$ cat config.mk
export PLATFORM = sky130hd
export DESIGN_NAME = tab_field_frame_parser_flat
export DESIGN_NICKNAME = d
export VERILOG_FILES = /design/src/tffp_pkg.sv /design/src/tffp_stream_if.sv /design/src/tab_field_frame_parser.sv /design/src/flat_wrapper.sv
export SDC_FILE = /design/constraint.sdc
export NUM_CORES = 1
export LEC_CHECK = 0
export ABC_CLOCK_PERIOD_IN_PS = 24000
export BUFFER_PORTS_ARGS = -buffer_cell sky130_fd_sc_hd__buf_4
export CAP_MARGIN = 5
export CORE_MARGIN = 5
export CORE_UTILIZATION = 30
export CTS_CLUSTER_DIAMETER = 40
export DETAILED_ROUTE_END_ITERATION = 10
export GPL_ROUTABILITY_DRIVEN = 0
export SYNTH_ARGS = -nofsm -noshare
export SYNTH_HDL_FRONTEND = slang
export SYNTH_SLANG_ARGS = --single-unit
export TNS_END_PERCENT = 50
$ cat constraint.sdc
create_clock -name clk -period 24 [get_ports clk]
set_clock_uncertainty 0.1 [all_clocks]
set_input_delay 4.8 -clock clk [delete_from_list [all_inputs] [get_ports clk]]
set_output_delay 4.8 -clock clk [all_outputs]
set_load 0.03 [all_outputs]
$ cat src/tffp_pkg.sv
// Package for the tab-separated frame parser: word layouts, control byte
// codes and result kinds. No dependencies; imported by the parser and its testbench.

package tffp_pkg;

  // Control bytes of the serial link
  localparam logic [7:0] BYTE_STX = 8'h02;
  localparam logic [7:0] BYTE_ETX = 8'h03;
  localparam logic [7:0] BYTE_ACK = 8'h06;
  localparam logic [7:0] BYTE_TAB = 8'h09;
  localparam logic [7:0] BYTE_NAK = 8'h15;
  localparam logic [7:0] BYTE_SP  = 8'h20;
  localparam logic [7:0] BYTE_CR  = 8'h0D;
  localparam logic [7:0] BYTE_PLUS  = 8'h2B;
  localparam logic [7:0] BYTE_MINUS = 8'h2D;
  localparam logic [7:0] BYTE_ZERO  = 8'h30;
  localparam logic [7:0] BYTE_NINE  = 8'h39;

  // Shortest legal frame, STX through ETX
  localparam int unsigned MIN_FRAME_LEN = 7;

  // Number of decimal fields in a frame
  localparam int unsigned NUM_FIELDS = 4;

  // Magnitude cap for the field accumulators
  localparam logic [31:0] MAG_CAP = 32'h8000_0000;
  localparam logic [31:0] POS_MAX = 32'h7FFF_FFFF;

  // Outstanding request codes
  typedef enum logic [1:0] {
    REQ_NONE = 2'd0,
    REQ_SET  = 2'd1,
    REQ_GET  = 2'd2,
    REQ_RSVD = 2'd3
  } request_t;

  // Result classification
  typedef enum logic [2:0] {
    KIND_ACK       = 3'd0,
    KIND_NAK       = 3'd1,
    KIND_DATA      = 3'd2,
    KIND_FORMAT    = 3'd3,
    KIND_MISSING   = 3'd4
  } frame_kind_t;

  // Per-field parse phase, one-hot
  typedef enum logic [2:0] {
    PH_SKIP = 3'b001,
    PH_NUM  = 3'b010,
    PH_DONE = 3'b100
  } field_phase_t;

  // Input word
  typedef struct packed {
    logic [7:0] rx_byte;
    logic [1:0] pending_request;
  } in_item_t;

  // Result word
  typedef struct packed {
    logic [2:0]         frame_kind;
    logic               request_done;
    logic               request_failed;
    logic               reply_ack;
    logic signed [31:0] command_code;
    logic signed [31:0] property_code;
    logic signed [31:0] property_value;
    logic signed [31:0] frame_check;
  } out_item_t;

endpackage

$ cat src/tffp_stream_if.sv
// Valid/ready stream channel carrying one word of a given payload type.
// Depends on nothing; payload types come from tffp_pkg at instantiation.

interface tffp_stream_if #(
  parameter type payload_t = logic
);
  logic     valid;
  logic     ready;
  payload_t payload;

  modport source (output valid, output payload, input ready);
  modport sink   (input valid, input payload, output ready);
endinterface

$ cat src/tab_field_frame_parser.sv
// Tab-separated frame parser top level: input register, per-byte parse
// logic and result register. Depends on tffp_pkg and tffp_stream_if.
//
// Channel  Dir  Word        Accepted when
// rx       in   in_item_t   rx.valid && rx.ready
// result   out  out_item_t  result.valid && result.ready
//
// A byte accepted into the input register is parsed from there: the field accumulator
// (shift-add by ten) updates the parser state and, for a closing ETX, loads
// the result register, from which the result is offered. A
// byte can be taken every cycle; any byte waits in the input register while
// the result register is full and not taken. Reset (rst, synchronous)
// closes any open frame and empties both registers.

module tab_field_frame_parser
  import tffp_pkg::*;
#(
  parameter int unsigned MAX_FRAME_BYTES = 64
) (
  input  logic          clk,
  input  logic          rst,
  tffp_stream_if.sink   rx,
  tffp_stream_if.source result
);

  localparam int unsigned CNT_W = $clog2(MAX_FRAME_BYTES + 1);
  localparam logic [CNT_W-1:0] CNT_MAX   = CNT_W'(MAX_FRAME_BYTES);
  localparam logic [CNT_W-1:0] CNT_ONE   = CNT_W'(1);
  localparam logic [CNT_W-1:0] CNT_SHORT = CNT_W'(MIN_FRAME_LEN - 1);

  // Signed result of a field: negate, or clamp a positive magnitude
  function automatic logic [31:0] field_result(input logic [31:0] mag, input logic neg);
    if (neg) begin
      return 32'd0 - mag;
    end
    return mag[31] ? POS_MAX : mag;
  endfunction

  // Input register
  logic       in_valid;
  in_item_t   in_word;

  // Parser state
  logic               in_frame, in_frame_next;
  logic [CNT_W-1:0]   byte_count, byte_count_next;
  logic [7:0]         second_byte, second_byte_next;
  logic [1:0]         tab_count, tab_count_next;
  logic [31:0]        field_accum [NUM_FIELDS];
  logic [31:0]        field_accum_next [NUM_FIELDS];
  field_phase_t       field_phase [NUM_FIELDS];
  field_phase_t       field_phase_next [NUM_FIELDS];
  logic               field_negative [NUM_FIELDS];
  logic               field_negative_next [NUM_FIELDS];

  // Result register
  logic       out_valid;
  out_item_t  out_word, out_word_next;
  logic       emit;

  logic       out_free;
  logic       proc;

  // Field accumulator path
  logic [7:0]  c;
  logic [31:0] acc_sel;
  logic [34:0] acc_prod;
  logic        is_digit;
  logic        is_space;
  logic        is_sign;

  assign out_free = !out_valid || result.ready;
  assign proc     = in_valid && out_free;
  assign rx.ready = !in_valid || proc;

  assign result.valid   = out_valid;
  assign result.payload = out_word;

  // Hold the accepted word until the parse stage takes it
  always_ff @(posedge clk) begin
    if (rst) begin
      in_valid <= 1'b0;
    end else if (rx.ready) begin
      in_valid <= rx.valid;
    end
    if (rx.valid && rx.ready) begin
      in_word <= rx.payload;
    end
  end

  // Classify the byte and form the next accumulator value
  always_comb begin
    c        = in_word.rx_byte;
    acc_sel  = field_accum[tab_count];
    is_digit = (c >= BYTE_ZERO) && (c <= BYTE_NINE);
    is_space = (c == BYTE_SP) || ((c >= BYTE_TAB) && (c <= BYTE_CR));
    is_sign  = (c == BYTE_PLUS) || (c == BYTE_MINUS);
    acc_prod = ({3'b000, acc_sel} << 3) + ({3'b000, acc_sel} << 1)
             + {31'd0, c[3:0]};
  end

  // Parser next state and result word
  always_comb begin
    in_frame_next    = in_frame;
    byte_count_next  = byte_count;
    second_byte_next = second_byte;
    tab_count_next   = tab_count;
    for (int i = 0; i < NUM_FIELDS; i++) begin
      field_accum_next[i]    = field_accum[i];
      field_phase_next[i]    = field_phase[i];
      field_negative_next[i] = field_negative[i];
    end
    emit          = 1'b0;
    out_word_next = '0;

    if (proc) begin
      if (!in_frame) begin
        // Drop everything outside a frame except STX
        if (c == BYTE_STX) begin
          in_frame_next   = 1'b1;
          byte_count_next = CNT_ONE;
        end
      end else if (c != BYTE_ETX) begin
        if (byte_count == CNT_ONE) begin
          second_byte_next = c;
        end
        if (byte_count < CNT_MAX) begin
          byte_count_next = byte_count + CNT_ONE;
        end
        if ((c == BYTE_TAB) && (tab_count != 2'd3)) begin
          tab_count_next = tab_count + 2'd1;
        end else if (field_phase[tab_count] != PH_DONE) begin
          // Feed the current field, atoi style
          if (is_digit) begin
            field_accum_next[tab_count] = (acc_prod > {3'b000, MAG_CAP}) ?
                                          MAG_CAP : acc_prod[31:0];
            field_phase_next[tab_count] = PH_NUM;
          end else if ((field_phase[tab_count] == PH_SKIP) && is_space) begin
            field_phase_next[tab_count] = PH_SKIP;
          end else if ((field_phase[tab_count] == PH_SKIP) && is_sign) begin
            field_negative_next[tab_count] = (c == BYTE_MINUS);
            field_phase_next[tab_count]    = PH_NUM;
          end else begin
            field_phase_next[tab_count] = PH_DONE;
          end
        end
      end else begin
        // Close the frame and classify it
        emit = 1'b1;
        priority if (byte_count >= CNT_MAX) begin
          out_word_next.frame_kind     = KIND_FORMAT;
          out_word_next.request_done   = 1'b1;
          out_word_next.request_failed = 1'b1;
        end else if (second_byte == BYTE_ACK) begin
          out_word_next.frame_kind   = KIND_ACK;
          out_word_next.request_done = (in_word.pending_request != REQ_GET);
        end else if (second_byte == BYTE_NAK) begin
          out_word_next.frame_kind     = KIND_NAK;
          out_word_next.request_done   = 1'b1;
          out_word_next.request_failed = 1'b1;
        end else if (byte_count < CNT_SHORT) begin
          out_word_next.frame_kind     = KIND_FORMAT;
          out_word_next.request_done   = 1'b1;
          out_word_next.request_failed = 1'b1;
        end else if (tab_count != 2'd3) begin
          out_word_next.frame_kind     = KIND_MISSING;
          out_word_next.request_done   = 1'b1;
          out_word_next.request_failed = 1'b1;
        end else begin
          out_word_next.frame_kind     = KIND_DATA;
          out_word_next.request_done   = 1'b1;
          out_word_next.reply_ack      = 1'b1;
          out_word_next.command_code   = field_result(field_accum[0], field_negative[0]);
          out_word_next.property_code  = field_result(field_accum[1], field_negative[1]);
          out_word_next.property_value = field_result(field_accum[2], field_negative[2]);
          out_word_next.frame_check    = field_result(field_accum[3], field_negative[3]);
        end
        in_frame_next    = 1'b0;
        byte_count_next  = '0;
        second_byte_next = '0;
        tab_count_next   = '0;
        for (int i = 0; i < NUM_FIELDS; i++) begin
          field_accum_next[i]    = '0;
          field_phase_next[i]    = PH_SKIP;
          field_negative_next[i] = 1'b0;
        end
      end
    end
  end

  // Advance parser state
  always_ff @(posedge clk) begin
    if (rst) begin
      in_frame    <= 1'b0;
      byte_count  <= '0;
      second_byte <= '0;
      tab_count   <= '0;
      for (int i = 0; i < NUM_FIELDS; i++) begin
        field_accum[i]    <= '0;
        field_phase[i]    <= PH_SKIP;
        field_negative[i] <= 1'b0;
      end
    end else begin
      in_frame    <= in_frame_next;
      byte_count  <= byte_count_next;
      second_byte <= second_byte_next;
      tab_count   <= tab_count_next;
      for (int i = 0; i < NUM_FIELDS; i++) begin
        field_accum[i]    <= field_accum_next[i];
        field_phase[i]    <= field_phase_next[i];
        field_negative[i] <= field_negative_next[i];
      end
    end
  end

  // Load or drain the result register
  always_ff @(posedge clk) begin
    if (rst) begin
      out_valid <= 1'b0;
    end else if (emit) begin
      out_valid <= 1'b1;
    end else if (result.ready) begin
      out_valid <= 1'b0;
    end
    if (emit) begin
      out_word <= out_word_next;
    end
  end

  // A closing ETX always yields a result on the next cycle
  assert property (@(posedge clk) disable iff (rst)
    (proc && in_frame && (c == BYTE_ETX)) |=> (out_valid && !in_frame))
    else $error("closing ETX did not produce a result");

  // Only data results carry field values
  assert property (@(posedge clk) disable iff (rst)
    (out_valid && (out_word.frame_kind != KIND_DATA)) |->
    ((out_word.command_code == 32'd0) && (out_word.property_code == 32'd0) &&
     (out_word.property_value == 32'd0) && (out_word.frame_check == 32'd0)))
    else $error("non-data result carries field values");

  // An ACK reply is asked only for a successful data frame
  assert property (@(posedge clk) disable iff (rst)
    (out_valid && out_word.reply_ack) |->
    ((out_word.frame_kind == KIND_DATA) && out_word.request_done &&
     !out_word.request_failed))
    else $error("reply_ack on a non-data result");

  // The byte count never passes capacity and is zero outside a frame
  assert property (@(posedge clk) disable iff (rst)
    (byte_count <= CNT_MAX) && (in_frame || (byte_count == '0)))
    else $error("byte count out of range");

  // A waiting result holds while not taken
  assert property (@(posedge clk) disable iff (rst)
    (out_valid && !result.ready) |=> (out_valid && $stable(out_word)))
    else $error("result changed while stalled");

endmodule

$ cat src/flat_wrapper.sv
// flat-port wrapper written by rule: the top's interface ports become plain ports
module tab_field_frame_parser_flat import tffp_pkg::*;
#(
  parameter int unsigned MAX_FRAME_BYTES = 64
)
  (clk, rst, rx_valid, rx_payload, rx_ready, result_valid, result_payload, result_ready);
  tffp_stream_if #(.payload_t(in_item_t)) rx_i ();
  tffp_stream_if #(.payload_t(out_item_t)) result_i ();
  input  logic clk;
  input  logic rst;
  input wire logic [$bits(rx_i.valid)-1:0] rx_valid;
  input wire logic [$bits(rx_i.payload)-1:0] rx_payload;
  output wire logic [$bits(rx_i.ready)-1:0] rx_ready;
  output wire logic [$bits(result_i.valid)-1:0] result_valid;
  output wire logic [$bits(result_i.payload)-1:0] result_payload;
  input wire logic [$bits(result_i.ready)-1:0] result_ready;
  assign rx_i.valid = rx_valid;
  assign rx_i.payload = rx_payload;
  assign rx_ready = rx_i.ready;
  assign result_valid = result_i.valid;
  assign result_payload = result_i.payload;
  assign result_i.ready = result_ready;
  tab_field_frame_parser #(.MAX_FRAME_BYTES(MAX_FRAME_BYTES)) u_core (.clk(clk), .rst(rst), .rx(rx_i), .result(result_i));
endmodule
## Word-level counts from Yosys, hierarchy flattened

Memory sizes are Yosys's and may differ from the RTL's. A register that Yosys moved wholly into a read port is not among the register bits.
Index checks and enable logic that the tools add are counted.

- Flip-flop bits (word level): 164
- Memory bits (writable): 144
- Output and inout bits: 136
- Memories: 3

Memories:

| name | depth | bits a word | read ports | clocked after Yosys merged registers in | wr ports | RTL line | source |
|---|---|---|---|---|---|---|---|
| u_core.field_accum | 4 | 32 | 5 | 1 | 4 | tab_field_frame_parser.sv:48 | `logic [31:0] field_accum [NUM_FIELDS];` |
| u_core.field_phase | 4 | 3 | 5 | 1 | 4 | tab_field_frame_parser.sv:50 | `field_phase_t field_phase [NUM_FIELDS];` |
| u_core.field_negative | 4 | 1 | 4 | 0 | 4 | tab_field_frame_parser.sv:52 | `logic field_negative [NUM_FIELDS];` |

- Add/subtract/negate cells: 8
- Order comparisons: 10
- Equality and inequality tests: 16
- Mux-type cells: 124
- Bitwise operators: 24
- Reduce and logical (&&, ||, !) cells: 22

Operator list:

| operator | number |
|---|---|
| $mux W128 | 6 |
| $mux W32 | 14 |
| $mux W129 | 3 |
| $mux W130 | 1 |
| $bwmux W128 | 1 |
| $sub A1 B32 Y32 const A | 4 |
| $mux W31 | 4 |
| $mux W12 | 8 |
| $demux W32 S2 | 1 |
| $mux W1 | 53 |
| $mux W4 | 12 |
| $add A35 B33 Y35 | 1 |
| $add A35 B4 Y35 | 1 |
| $gt A35 B32 Y1 const B | 1 |
| $mux W7 | 4 |
| $and A8 B8 Y8 | 3 |
| $eq A8 B6 Y1 const B | 3 |
| $not A8 Y8 | 3 |
| $mux W3 | 6 |
| $mux W8 | 2 |
| $mux W2 | 6 |
| $or A1 B1 Y1 | 12 |
| $or A4 B4 Y4 | 3 |
| $reduce_and A3 Y1 | 3 |
| other kinds (32) | 49 |

## Logic depth before layout (Yosys ltp)

Gate-level depths: netlist of the first run.

- Depth after elaboration: 16
- Gate-level depth with buffers: 20
- Mapped depth without buffers: 14

## Worst setup path after synthesis of the first run

No wires, ideal clock.

- Path type: input to register
- Start point: in result_ready
- End point: reg u_core.out_word, in the netlist u_core.result.payload[91], data pin
- Library setup time: 146 ps
- Data arrival time: 13283 ps
- Required time: 23754 ps
- Setup slack: 10471 ps
- Stages: 10
- Path buffers: 2
- Cell sequence: nand2b_1 -> nand3_1 -> nor2_1 -> o21ai_0 -> or3_1 -> clkbuf_1 -> inv_1 -> clkbuf_1 -> o21ai_0 -> a21oi_1

- Longest elaborated chain between the ends: 4

RTL lines:

| item | RTL line | source |
|---|---|---|
| from (decl) | flat_wrapper.sv:16 | `input wire logic [$bits(result_i.ready)-1:0] result_ready;` |
| $logic_or A1 B1 Y1 | tab_field_frame_parser.sv:71 | `assign out_free = !out_valid \|\| result.ready;` |
| $logic_and A1 B1 Y1 | tab_field_frame_parser.sv:72 | `assign proc = in_valid && out_free;` |
| $not A1 Y1 (no source line) | -- |  |
| $reduce_or A8 Y1 (no source line) | -- |  |
| to (signal assigned) | tab_field_frame_parser.sv:225 | `out_word <= out_word_next;` |
| to (decl) | tab_field_frame_parser.sv:57 | `out_item_t out_word, out_word_next;` |

No other way between the ends.
A chain may end at the register's enable or synchronous reset.

## Worst setup path in the final report of the first run

- Start point: in result_ready
- End point: out rx_ready

- Longest elaborated chain between the ends: 3

RTL lines:

| item | RTL line | source |
|---|---|---|
| $logic_or A1 B1 Y1 | tab_field_frame_parser.sv:71 |  |
| $logic_and A1 B1 Y1 | tab_field_frame_parser.sv:72 |  |
| $logic_or A1 B1 Y1 | tab_field_frame_parser.sv:73 | `assign rx.ready = !in_valid \|\| proc;` |
| to (decl) | flat_wrapper.sv:13 | `output wire logic [$bits(rx_i.ready)-1:0] rx_ready;` |

No other way between the ends.

==> results.json, run 1 <==
{
  "outcome": "finished clean",
  "r2r-end": "u_core.field_accum[1][9]",
  "worstSetupPathType": "input port to output port",
  "drt_iter0_drc": 1761,
  "leakage_nw": 7.55,
  "syn_avg_cell_area_um2": 8.91,
  "placeableCoreArea_mm2": 0.0614,
  "yosys_warnings": 0,
  "cts_resized": 0,
  "worst_setup_path_end_kind": "output port",
  "cts_tree": "built",
  "min_period_ns": 10.18,
  "seq_power_share_pct": 43.5,
  "rsz0062_at_grt": "no",
  "ir_worst_vdd_v": 0.0000476,
  "grt_pass1_wl_mm": 93.3,
  "crit_required_ns": 19.10,
  "internal_power_uw": 996,
  "routed-via-count": 16900,
  "holdPathEnd": "u_core.second_byte[2]",
  "async_reset_ff_share_pct": 0,
  "netlist_instances": 2073,
  "dp_hpwl_mm": 43.8,
  "fillerInstances": 6133,
  "core.rowCount": 91,
  "hold_viol_final": 0,
  "die_w_um": 258,
  "dp_slack_ns": 13.82,
  "route.detailed.drc": 0,
  "crit_path_max_fanout": 3,
  "reg2reg_setup_slack_ns": 17.16,
  "track_usage_pct": 17.3,
  "clk_latency_ns": 0.58,
  "antenna_found_initial": 0,
  "layout-drive-gt1-share_pct": 15.7,
  "critPathArrivalTime_ns": 5.28,
  "worst_r2r_path_depth": 17,
  "slew_headroom_pct": 18.0,
  "grt_max_degree": 125,
  "die_h_um": 258,
  "yosys_register_bits": 310,
  "grt_overflow_total": 0,
  "final_core_util_pct": 35.5,
  "ant_nets": 0,
  "syn_area_mm2": 0.0185,
  "portBuffers": 149,
  "drv_cap": 0,
  "via_per_inst": 5.72,
  "fmax_mhz": 98.2,
  "routed_wl_mm": 60.6,
  "maxSlewViolCount": 0,
  "tightest_slew_ns": 1.23,
  "area_growth_syn_to_layout_pct": 17.9,
  "yosysUniqueCellTypes": 79,
  "synth_most_common_cell": "nand2_1",
  "die_area_mm2": 0.0666,
  "cts_setup_buffers": 0,
  "cts_buffers": 45,
  "synthTopCellsByArea": "edfxtp_1, dfxtp_1, ha_1",
  "synthFlopType": "dfxtp_1",
  "hold_depth": 2,
  "h-tree-depth": 2,
  "cts_sinks": 310,
  "ys_seq_area_share_pct": 41.4,
  "p_clk_share_pct": 55.5,
  "setup_ws_ns": 13.82,
  "power.total_mw": 1.27,
  "grt_pass1_vias": 15700,
  "diodes": 0,
  "finalSetupTns_ns": 0,
  "start_util_pct": 30.1,
  "first_pass_iters": 6,
  "hp-class": "register to register",
  "setup_viol": 0,
  "wl_per_cell_um": 20.5,
  "synth_nets": 2162,
  "synth_top_area_cell": "edfxtp_1",
  "synth_common_cells": "nand2_1, nor2_1, dfxtp_1, o21ai_0, a21oi_1",
  "switching_share_pct": 21.6,
  "nets": 2218,
  "critPathLaunchType": "input port",
  "holdBufCountCts": 0,
  "cts-root-buf": "clkbuf_16",
  "min_from": "u_core.second_byte[2]",
  "cts.clk_slew.worst_paths_ns": 0.06,
  "clockBufferDepth": 3,
  "io_pins": 150,
  "synth_edf_count": 144,
  "pwr-share-comb_pct": 1.0,
  "fin_crit_sh_pct": 42.4,
  "synth.top_cell.area_share_pct": 23.4,
  "p_per_area_mw_per_mm2": 58.4,
  "p_sw_uw": 275
}
==> sequential cells by signal (all words and copies together), names as in the netlist, 2 cells and up, named ones only <==
signal and flops:
u_core.byte_count 7, u_core.c 8, u_core.field_phase 12, u_core.in_word 2
u_core.tab_count 2, u_core.result.payload 134, u_core.second_byte 8, u_core.field_negative 4
u_core.field_accum 128
==> through the flow <==
step	hold WS [ns]	instance area (um^2)	instances
2_1_floorplan	0.336	18500	2073
3_3_place_gp	0.343	20200	2872
3_5_place_dp	0.355	20200	2872
4_1_cts	0.363	21800	2955
5_1_grt	0.393	21800	2955
6_report	0.361	21800	2955
==> cell usage in the layout, fill, tap and decap left out, types with 30 or more instances in the layout <==
cell,n
nand2_1,237
nor2_1,187
buf_4,173
dfxtp_1,163
o21ai_0,151
a21oi_1,144
edfxtp_1,144
nand4_1,80
ha_1,73
nor3_1,62
nand3_1,60
xor2_1,48
clkbuf_16,47
inv_1,44
xnor2_1,39
mux4_2,35
a311oi_1,35
o41ai_1,30
==> critical path, stage by stage <==
cell and delay (ns):
buf_4 0.11, nand3b_1 0.18, buf_4 0.19
==> routing by layer <==
metal | vias to the layer above | global-route usage [%] | routed length [um]
met5 | - | 0 | 0
met4 | 0 | 5.64 | 1870
met3 | 123 | 2.74 | 4210
met2 | 727 | 28.1 | 28100
met1 | 8149 | 23.8 | 26300
li1 | 7889 | - | -
==> worst max-delay path by stage <==
stage	startpoint	end	slack (ns)	cells past startpoint
2_1_floorplan	result_ready	u_core.result.payload[91]	10.47	10
3_5_place_dp	result_ready	rx_ready	13.82	3
4_1_cts	result_ready	rx_ready	13.81	3
5_1_grt	result_ready	rx_ready	13.79	3
3_3_place_gp	result_ready	rx_ready	13.81	3
6_report	result_ready	rx_ready	13.82	3
==> power by group through the flow <==
stage          Clock, mW  Sequential (mW)  Combinational (mW)
6_report           0.705            0.553              0.0133
5_1_grt            0.739            0.552              0.0144
2_1_floorplan          0            0.562             0.00888
4_1_cts            0.716            0.552              0.0132
3_5_place_dp           0            0.564              0.0131
3_3_place_gp           0            0.564              0.0129
==> area by class of cell <==
type / instances / area, um^2 / share of cell area (%)
Clock inverter: 31 / 389 / 1.79
Multi-Input combinational cell: 1554 / 10100 / 46.2
Tap cell: 790 / 988 / 4.54
Timing Repair Buffer: 173 / 1300 / 5.97
Clock buffer: 52 / 1210 / 5.56
Sequential cell: 310 / 7650 / 35.2
Inverter: 45 / 169 / 0.776
==> logic make-up after synthesis <==
logic type | synth area share (%)
mux | 4.45
xor+xnor | 4.17
flops | 41.4
simple gates | 21.4
buf+inv | 4.51
compound gates | 18.9
fa+ha+maj | 5.16
Power figures use the tool's default switching activity.
==> run 2: changes to the inputs <==
--- a/config.mk
+++ b/config.mk
@@ -5,7 +5,7 @@
 export SDC_FILE = /design/constraint.sdc
 export NUM_CORES = 1
 export LEC_CHECK = 0
-export ABC_CLOCK_PERIOD_IN_PS = 24000
+export ABC_CLOCK_PERIOD_IN_PS = 10700
 export BUFFER_PORTS_ARGS = -buffer_cell sky130_fd_sc_hd__buf_4
 export CAP_MARGIN = 5
 export CORE_MARGIN = 5
==> constraint.sdc (replaced) <==
create_clock -name clk -period 10.7 [get_ports clk]
set_clock_uncertainty 0.1 [all_clocks]
set_input_delay 2.14 -clock clk [delete_from_list [all_inputs] [get_ports clk]]
set_output_delay 2.14 -clock clk [all_outputs]
set_load 0.03 [all_outputs]
==> run 2 against run 1 <==
- via count rose by 0.44%
- hold slack improved by 0.00058 ns
- cell area rose by 0.36%
- register-to-register slack got worse by 13 ns
- cell count rose by 0.37%
- power rose by 130%
- count of clock-buffer cells in the layout rose by 3
- routed wire length fell by 0.17%
- critical path depth rose by 11
- largest power group unchanged
- highest routed layer unchanged
==> results.json, run 2 (synthesis results as in run 1) <==
{
  "portBuffers": 149,
  "first_pass_iters": 5,
  "hold_viol_final": 0,
  "critPathArrivalTime_ns": 7.04,
  "maxSlewViolCount": 0,
  "die_area_mm2": 0.0666,
  "min_period_ns": 6.67,
  "rsz0062_at_grt": "no",
  "cts_setup_buffers": 0,
  "ant_nets": 0,
  "cts_tree": "built",
  "clk_latency_ns": 0.60,
  "grt_overflow_total": 0,
  "setup_viol": 0,
  "critPathLaunchType": "register",
  "grt_pass1_vias": 15800,
  "routed_wl_mm": 60.5,
  "antenna_found_initial": 1,
  "p_per_area_mw_per_mm2": 132,
  "core.rowCount": 91,
  "fin_area_mm2": 0.0218,
  "routed-via-count": 17000,
  "ir_worst_vdd_v": 0.000101,
  "crit_path_max_fanout": 80,
  "tightest_slew_ns": 1.29,
  "hp-class": "register to register",
  "cts.clk_slew.worst_paths_ns": 0.06,
  "final_cell_mix": "nand2_1, nor2_1, buf_4",
  "outcome": "finished clean",
  "fin_crit_sh_pct": 62.3,
  "cts_resized": 0,
  "cts_buffers": 49,
  "drt_iter0_drc": 1709,
  "finalSetupTns_ns": 0,
  "route.detailed.drc": 0,
  "holdBufCountCts": 0,
  "clockBufferDepth": 3,
  "track_usage_pct": 17.3,
  "worst_setup_path_end_kind": "register",
  "placed_cell_area_mm2": 0.0202,
  "h-tree-depth": 2,
  "slew_headroom_pct": 13.1,
  "io_pins": 150,
  "worstSetupPathType": "register to register",
  "power.total_mw": 2.88,
  "leakage_nw": 7.59,
  "layout-drive-gt1-share_pct": 16.0,
  "via_per_inst": 5.72,
  "drv_cap": 0,
  "crit_required_ns": 11.07,
  "placeableCoreArea_mm2": 0.0614,
  "area_growth_syn_to_layout_pct": 18.3,
  "fmax_mhz": 150,
  "final_common_cell": "nand2_1",
  "start_util_pct": 30.1,
  "die_h_um": 258,
  "nets": 2224,
  "grt_max_degree": 125,
  "dp_hpwl_mm": 44.3,
  "grt_pass1_wl_mm": 92.7,
  "cts_sinks": 310,
  "largest_reg_flops": 134,
  "die_w_um": 258,
  "cts-root-buf": "clkbuf_16",
  "wl_per_cell_um": 20.4
}
run 2: cell type report:
type | instances | area, um^2
fillers | 6162 | 39500
multi-input cells | 1554 | 10000
flip-flops and latches | 310 | 7650
repair buffers | 175 | 1310
clock buffers | 55 | 1260
well taps | 790 | 988
clock inverters | 36 | 402
inverters | 45 | 169
diodes | 1 | 2.50
run 2: worst max-delay path, cell delays in order, from the launching register on:
cell and delay, ns:
dfxtp_2 0.44, buf_4 0.50, mux4_2 0.60, ha_1 0.31
ha_1 0.43, a21oi_1 0.24, o21ai_1 0.18, a41o_1 0.32
o311ai_0 0.63, a21o_1 0.20, and4b_2 0.22, buf_4 0.64
nand2_1 0.72, buf_4 0.47, o41ai_1 0.41
run 2: worst paths after layout:
check / slack (ns) / cells after the start / start / endpoint
max: 4.03 / 14 / register / u_core.field_accum[3][18]
min: 0.36 / 2 / u_core.second_byte[3] / u_core.second_byte[3]
max reg2reg: 4.03 / 14 / register / u_core.field_accum[3][18]
min reg2reg: 0.36 / 2 / u_core.second_byte[3] / u_core.second_byte[3]
run 2: through the flow:
step	util, %	hold WS [ns]	instances	setup slack, ns
global placement	32.9	0.345	2874	4.47
detailed placement	32.9	0.358	2874	4.26
global route	35.6	0.393	2965	3.64
CTS	35.6	0.366	2965	4.22
floorplan	-	0.336	2073	2.47
finish	35.6	0.362	2966	4.03
run 2: metal layers:
metal | GRT usage (%) | routed length (um) | vias up | part of all wire [%]
met5 | 0 | 0 | - | 0
met3 | 3.14 | 4230 | 133 | 7.0
met1 | 23.0 | 25800 | 8193 | 43
li1 | - | - | 7910 | -
met2 | 28.5 | 28500 | 727 | 47
met4 | 5.62 | 1890 | 0 | 3.1
run 2: power breakdown:
group	leakage [nW]	internal (mW)	total [mW]	switching [mW]
registers	2.36	1.23	1.24	0.00531
logic	4.41	0.00823	0.0291	0.0208
clock network	0.821	0.973	1.61	0.642
==> run 3: changes to the inputs <==
--- a/config.mk
+++ b/config.mk
@@ -5,7 +5,7 @@
 export SDC_FILE = /design/constraint.sdc
 export NUM_CORES = 1
 export LEC_CHECK = 0
-export ABC_CLOCK_PERIOD_IN_PS = 10700
+export ABC_CLOCK_PERIOD_IN_PS = 6830
 export BUFFER_PORTS_ARGS = -buffer_cell sky130_fd_sc_hd__buf_4
 export CAP_MARGIN = 5
 export CORE_MARGIN = 5
==> constraint.sdc (replaced) <==
create_clock -name clk -period 6.83 [get_ports clk]
set_clock_uncertainty 0.1 [all_clocks]
set_input_delay 1.366 -clock clk [delete_from_list [all_inputs] [get_ports clk]]
set_output_delay 1.366 -clock clk [all_outputs]
set_load 0.03 [all_outputs]
==> run 3 against run 2 <==
- die area stayed put
- cell area hardly changed
- highest routed layer unchanged
- non-clock buffer count shrank 1
- first-iteration DRC count grew 13%
- largest power group unchanged
- cell count about the same
- power up 55%
==> results.json, run 3 (synthesis results as in run 1) <==
{
  "cp_slowest_cell": "a2111oi_0",
  "crit_path_max_fanout": 124,
  "grt_max_degree": 125,
  "critPathArrivalTime_ns": 6.27,
  "fin_crit_sh_pct": 86.4,
  "placeableCoreArea_mm2": 0.0614,
  "worst_setup_path_end_kind": "register",
  "slew_headroom_pct": 11.0,
  "outcome": "finished clean",
  "hold_viol_final": 0,
  "leakage_nw": 7.54,
  "cts_setup_buffers": 0,
  "die_h_um": 258,
  "rsz0062_at_grt": "no",
  "track_usage_pct": 17.0,
  "holdBufCountCts": 0,
  "die_area_mm2": 0.0666,
  "ir_worst_vdd_v": 0.000148,
  "layout-drive-gt1-share_pct": 15.9,
  "min_period_ns": 5.90,
  "drt_iter0_drc": 1927,
  "die_w_um": 258,
  "nets": 2222,
  "cts_sinks": 310,
  "tightest_slew_ns": 1.32,
  "final_common_cell": "nand2_1",
  "start_util_pct": 30.1,
  "cts.clk_slew.worst_paths_ns": 0.06,
  "first_pass_iters": 6,
  "route.detailed.drc": 0,
  "routed-via-count": 16900,
  "drv_cap": 0,
  "cts-root-buf": "clkbuf_16",
  "internal_power_mw": 3.40,
  "core.rowCount": 91,
  "cp_cell_sequence": "buf_12, mux4_2, ha_1, ha_1, a21oi_1, o21ai_0, a21oi_1, a21oi_1, or3_1, a2111oi_0, nor4b_2, a41oi_4, buf_12, o41ai_1",
  "p_per_area_mw_per_mm2": 204,
  "grt_overflow_total": 0,
  "cts_resized": 0,
  "io_pins": 150,
  "area_growth_syn_to_layout_pct": 18.2,
  "ant_nets": 0,
  "maxSlewViolCount": 0,
  "via_per_inst": 5.69,
  "setup_viol": 0,
  "grt_pass1_wl_mm": 91.1,
  "seq_power_share_pct": 43.6,
  "cts_buffers": 48,
  "cpLargestDelayFamily": "compound AO/OA/AOI/OAI gates",
  "portBuffers": 149,
  "path_common_cell": "a21oi_1",
  "switching_share_pct": 23.8,
  "grt_pass1_vias": 15300,
  "routed_wl_mm": 60.5,
  "p_clk_share_pct": 55.4,
  "crit_required_ns": 7.20,
  "p_sw_mw": 1.06,
  "h-tree-depth": 2,
  "pwr-share-comb_pct": 1.0,
  "critPathLaunchType": "register",
  "clk_latency_ns": 0.60,
  "cts_tree": "built",
  "worstSetupPathType": "register to register",
  "final_core_util_pct": 35.5,
  "path_buf_inv": 2,
  "largest_reg_flops": 134,
  "antenna_found_initial": 0,
  "final_cell_mix": "nand2_1, nor2_1, buf_4",
  "wl_per_cell_um": 20.4,
  "fmax_mhz": 170,
  "critPathMaxStageDelay_ns": 0.73,
  "finalSetupTns_ns": 0,
  "clockBufferDepth": 3,
  "hp-class": "register to register",
  "dp_hpwl_mm": 44.2
}
==> run 3: changes by cell type in the layout (fill, tap and decap cells not counted), sizes merged <==
cell,before,now
inv,62,59
clkinvlp,1,9
buf,175,174
clkinv,14,13
bufinv,4,3
clkbuf,55,51
==> run 3: layout make-up <==
cell class | instances | area [um^2]
diodes | 1 | 2.50
clock inverters | 39 | 408
flip-flops and latches | 310 | 7650
well taps | 790 | 988
inverters | 45 | 169
multi-input cells | 1554 | 10100
fillers | 6200 | 39600
clock buffers | 51 | 1210
repair buffers | 174 | 1330
==> run 3: layer usage <==
layer	share of wire (%)	track usage, %
met5	0	0
met4	3.0	5.19
met3	7.8	3.29
met2	47	27.4
met1	42	23.3
==> run 3: power by group through the flow <==
| stage | clock (mW) | combinational [mW] | sequential (mW) |
|---|---|---|---|
| after floorplan | 0 | 0.0312 | 1.97 |
| after detailed placement | 0 | 0.0450 | 1.98 |
| final | 2.47 | 0.0456 | 1.94 |
| after CTS | 2.50 | 0.0452 | 1.94 |
| after global routing | 2.60 | 0.0490 | 1.94 |
| after global placement | 0 | 0.0441 | 1.98 |
==> run 3: worst register-to-register path, cell delays in order (launching register included) <==
cell,delay [ns]
dfxtp_2,0.70
buf_12,0.28
mux4_2,0.57
ha_1,0.32
ha_1,0.39
a21oi_1,0.23
o21ai_0,0.14
a21oi_1,0.32
a21oi_1,0.21
or3_1,0.36
a2111oi_0,0.73
nor4b_2,0.43
a41oi_4,0.17
buf_12,0.29
o41ai_1,0.53
==> run 3: through the flow <==
stage | power (mW) | hold WS, ns | instances | instance area, um^2 | setup WS (ns)
after floorplan | 2.01 | 0.336 | 2073 | 18500 | 1.12
after global placement | 2.03 | 0.346 | 2873 | 20200 | 1.29
after detailed placement | 2.03 | 0.359 | 2873 | 20200 | 1.15
after CTS | 4.49 | 0.367 | 2963 | 21800 | 1.07
after global routing | 4.59 | 0.392 | 2963 | 21800 | 0.799
final | 4.46 | 0.364 | 2964 | 21800 | 0.931
==> run 3: worst paths after layout <==
kind	start	end	slack [ns]	depth (start not counted)
max	register	u_core.field_accum[2][27]	0.93	14
min	u_core.second_byte[5]	u_core.second_byte[5]	0.36	2
max reg2reg	register	u_core.field_accum[2][27]	0.93	14
min reg2reg	u_core.second_byte[5]	u_core.second_byte[5]	0.36	2
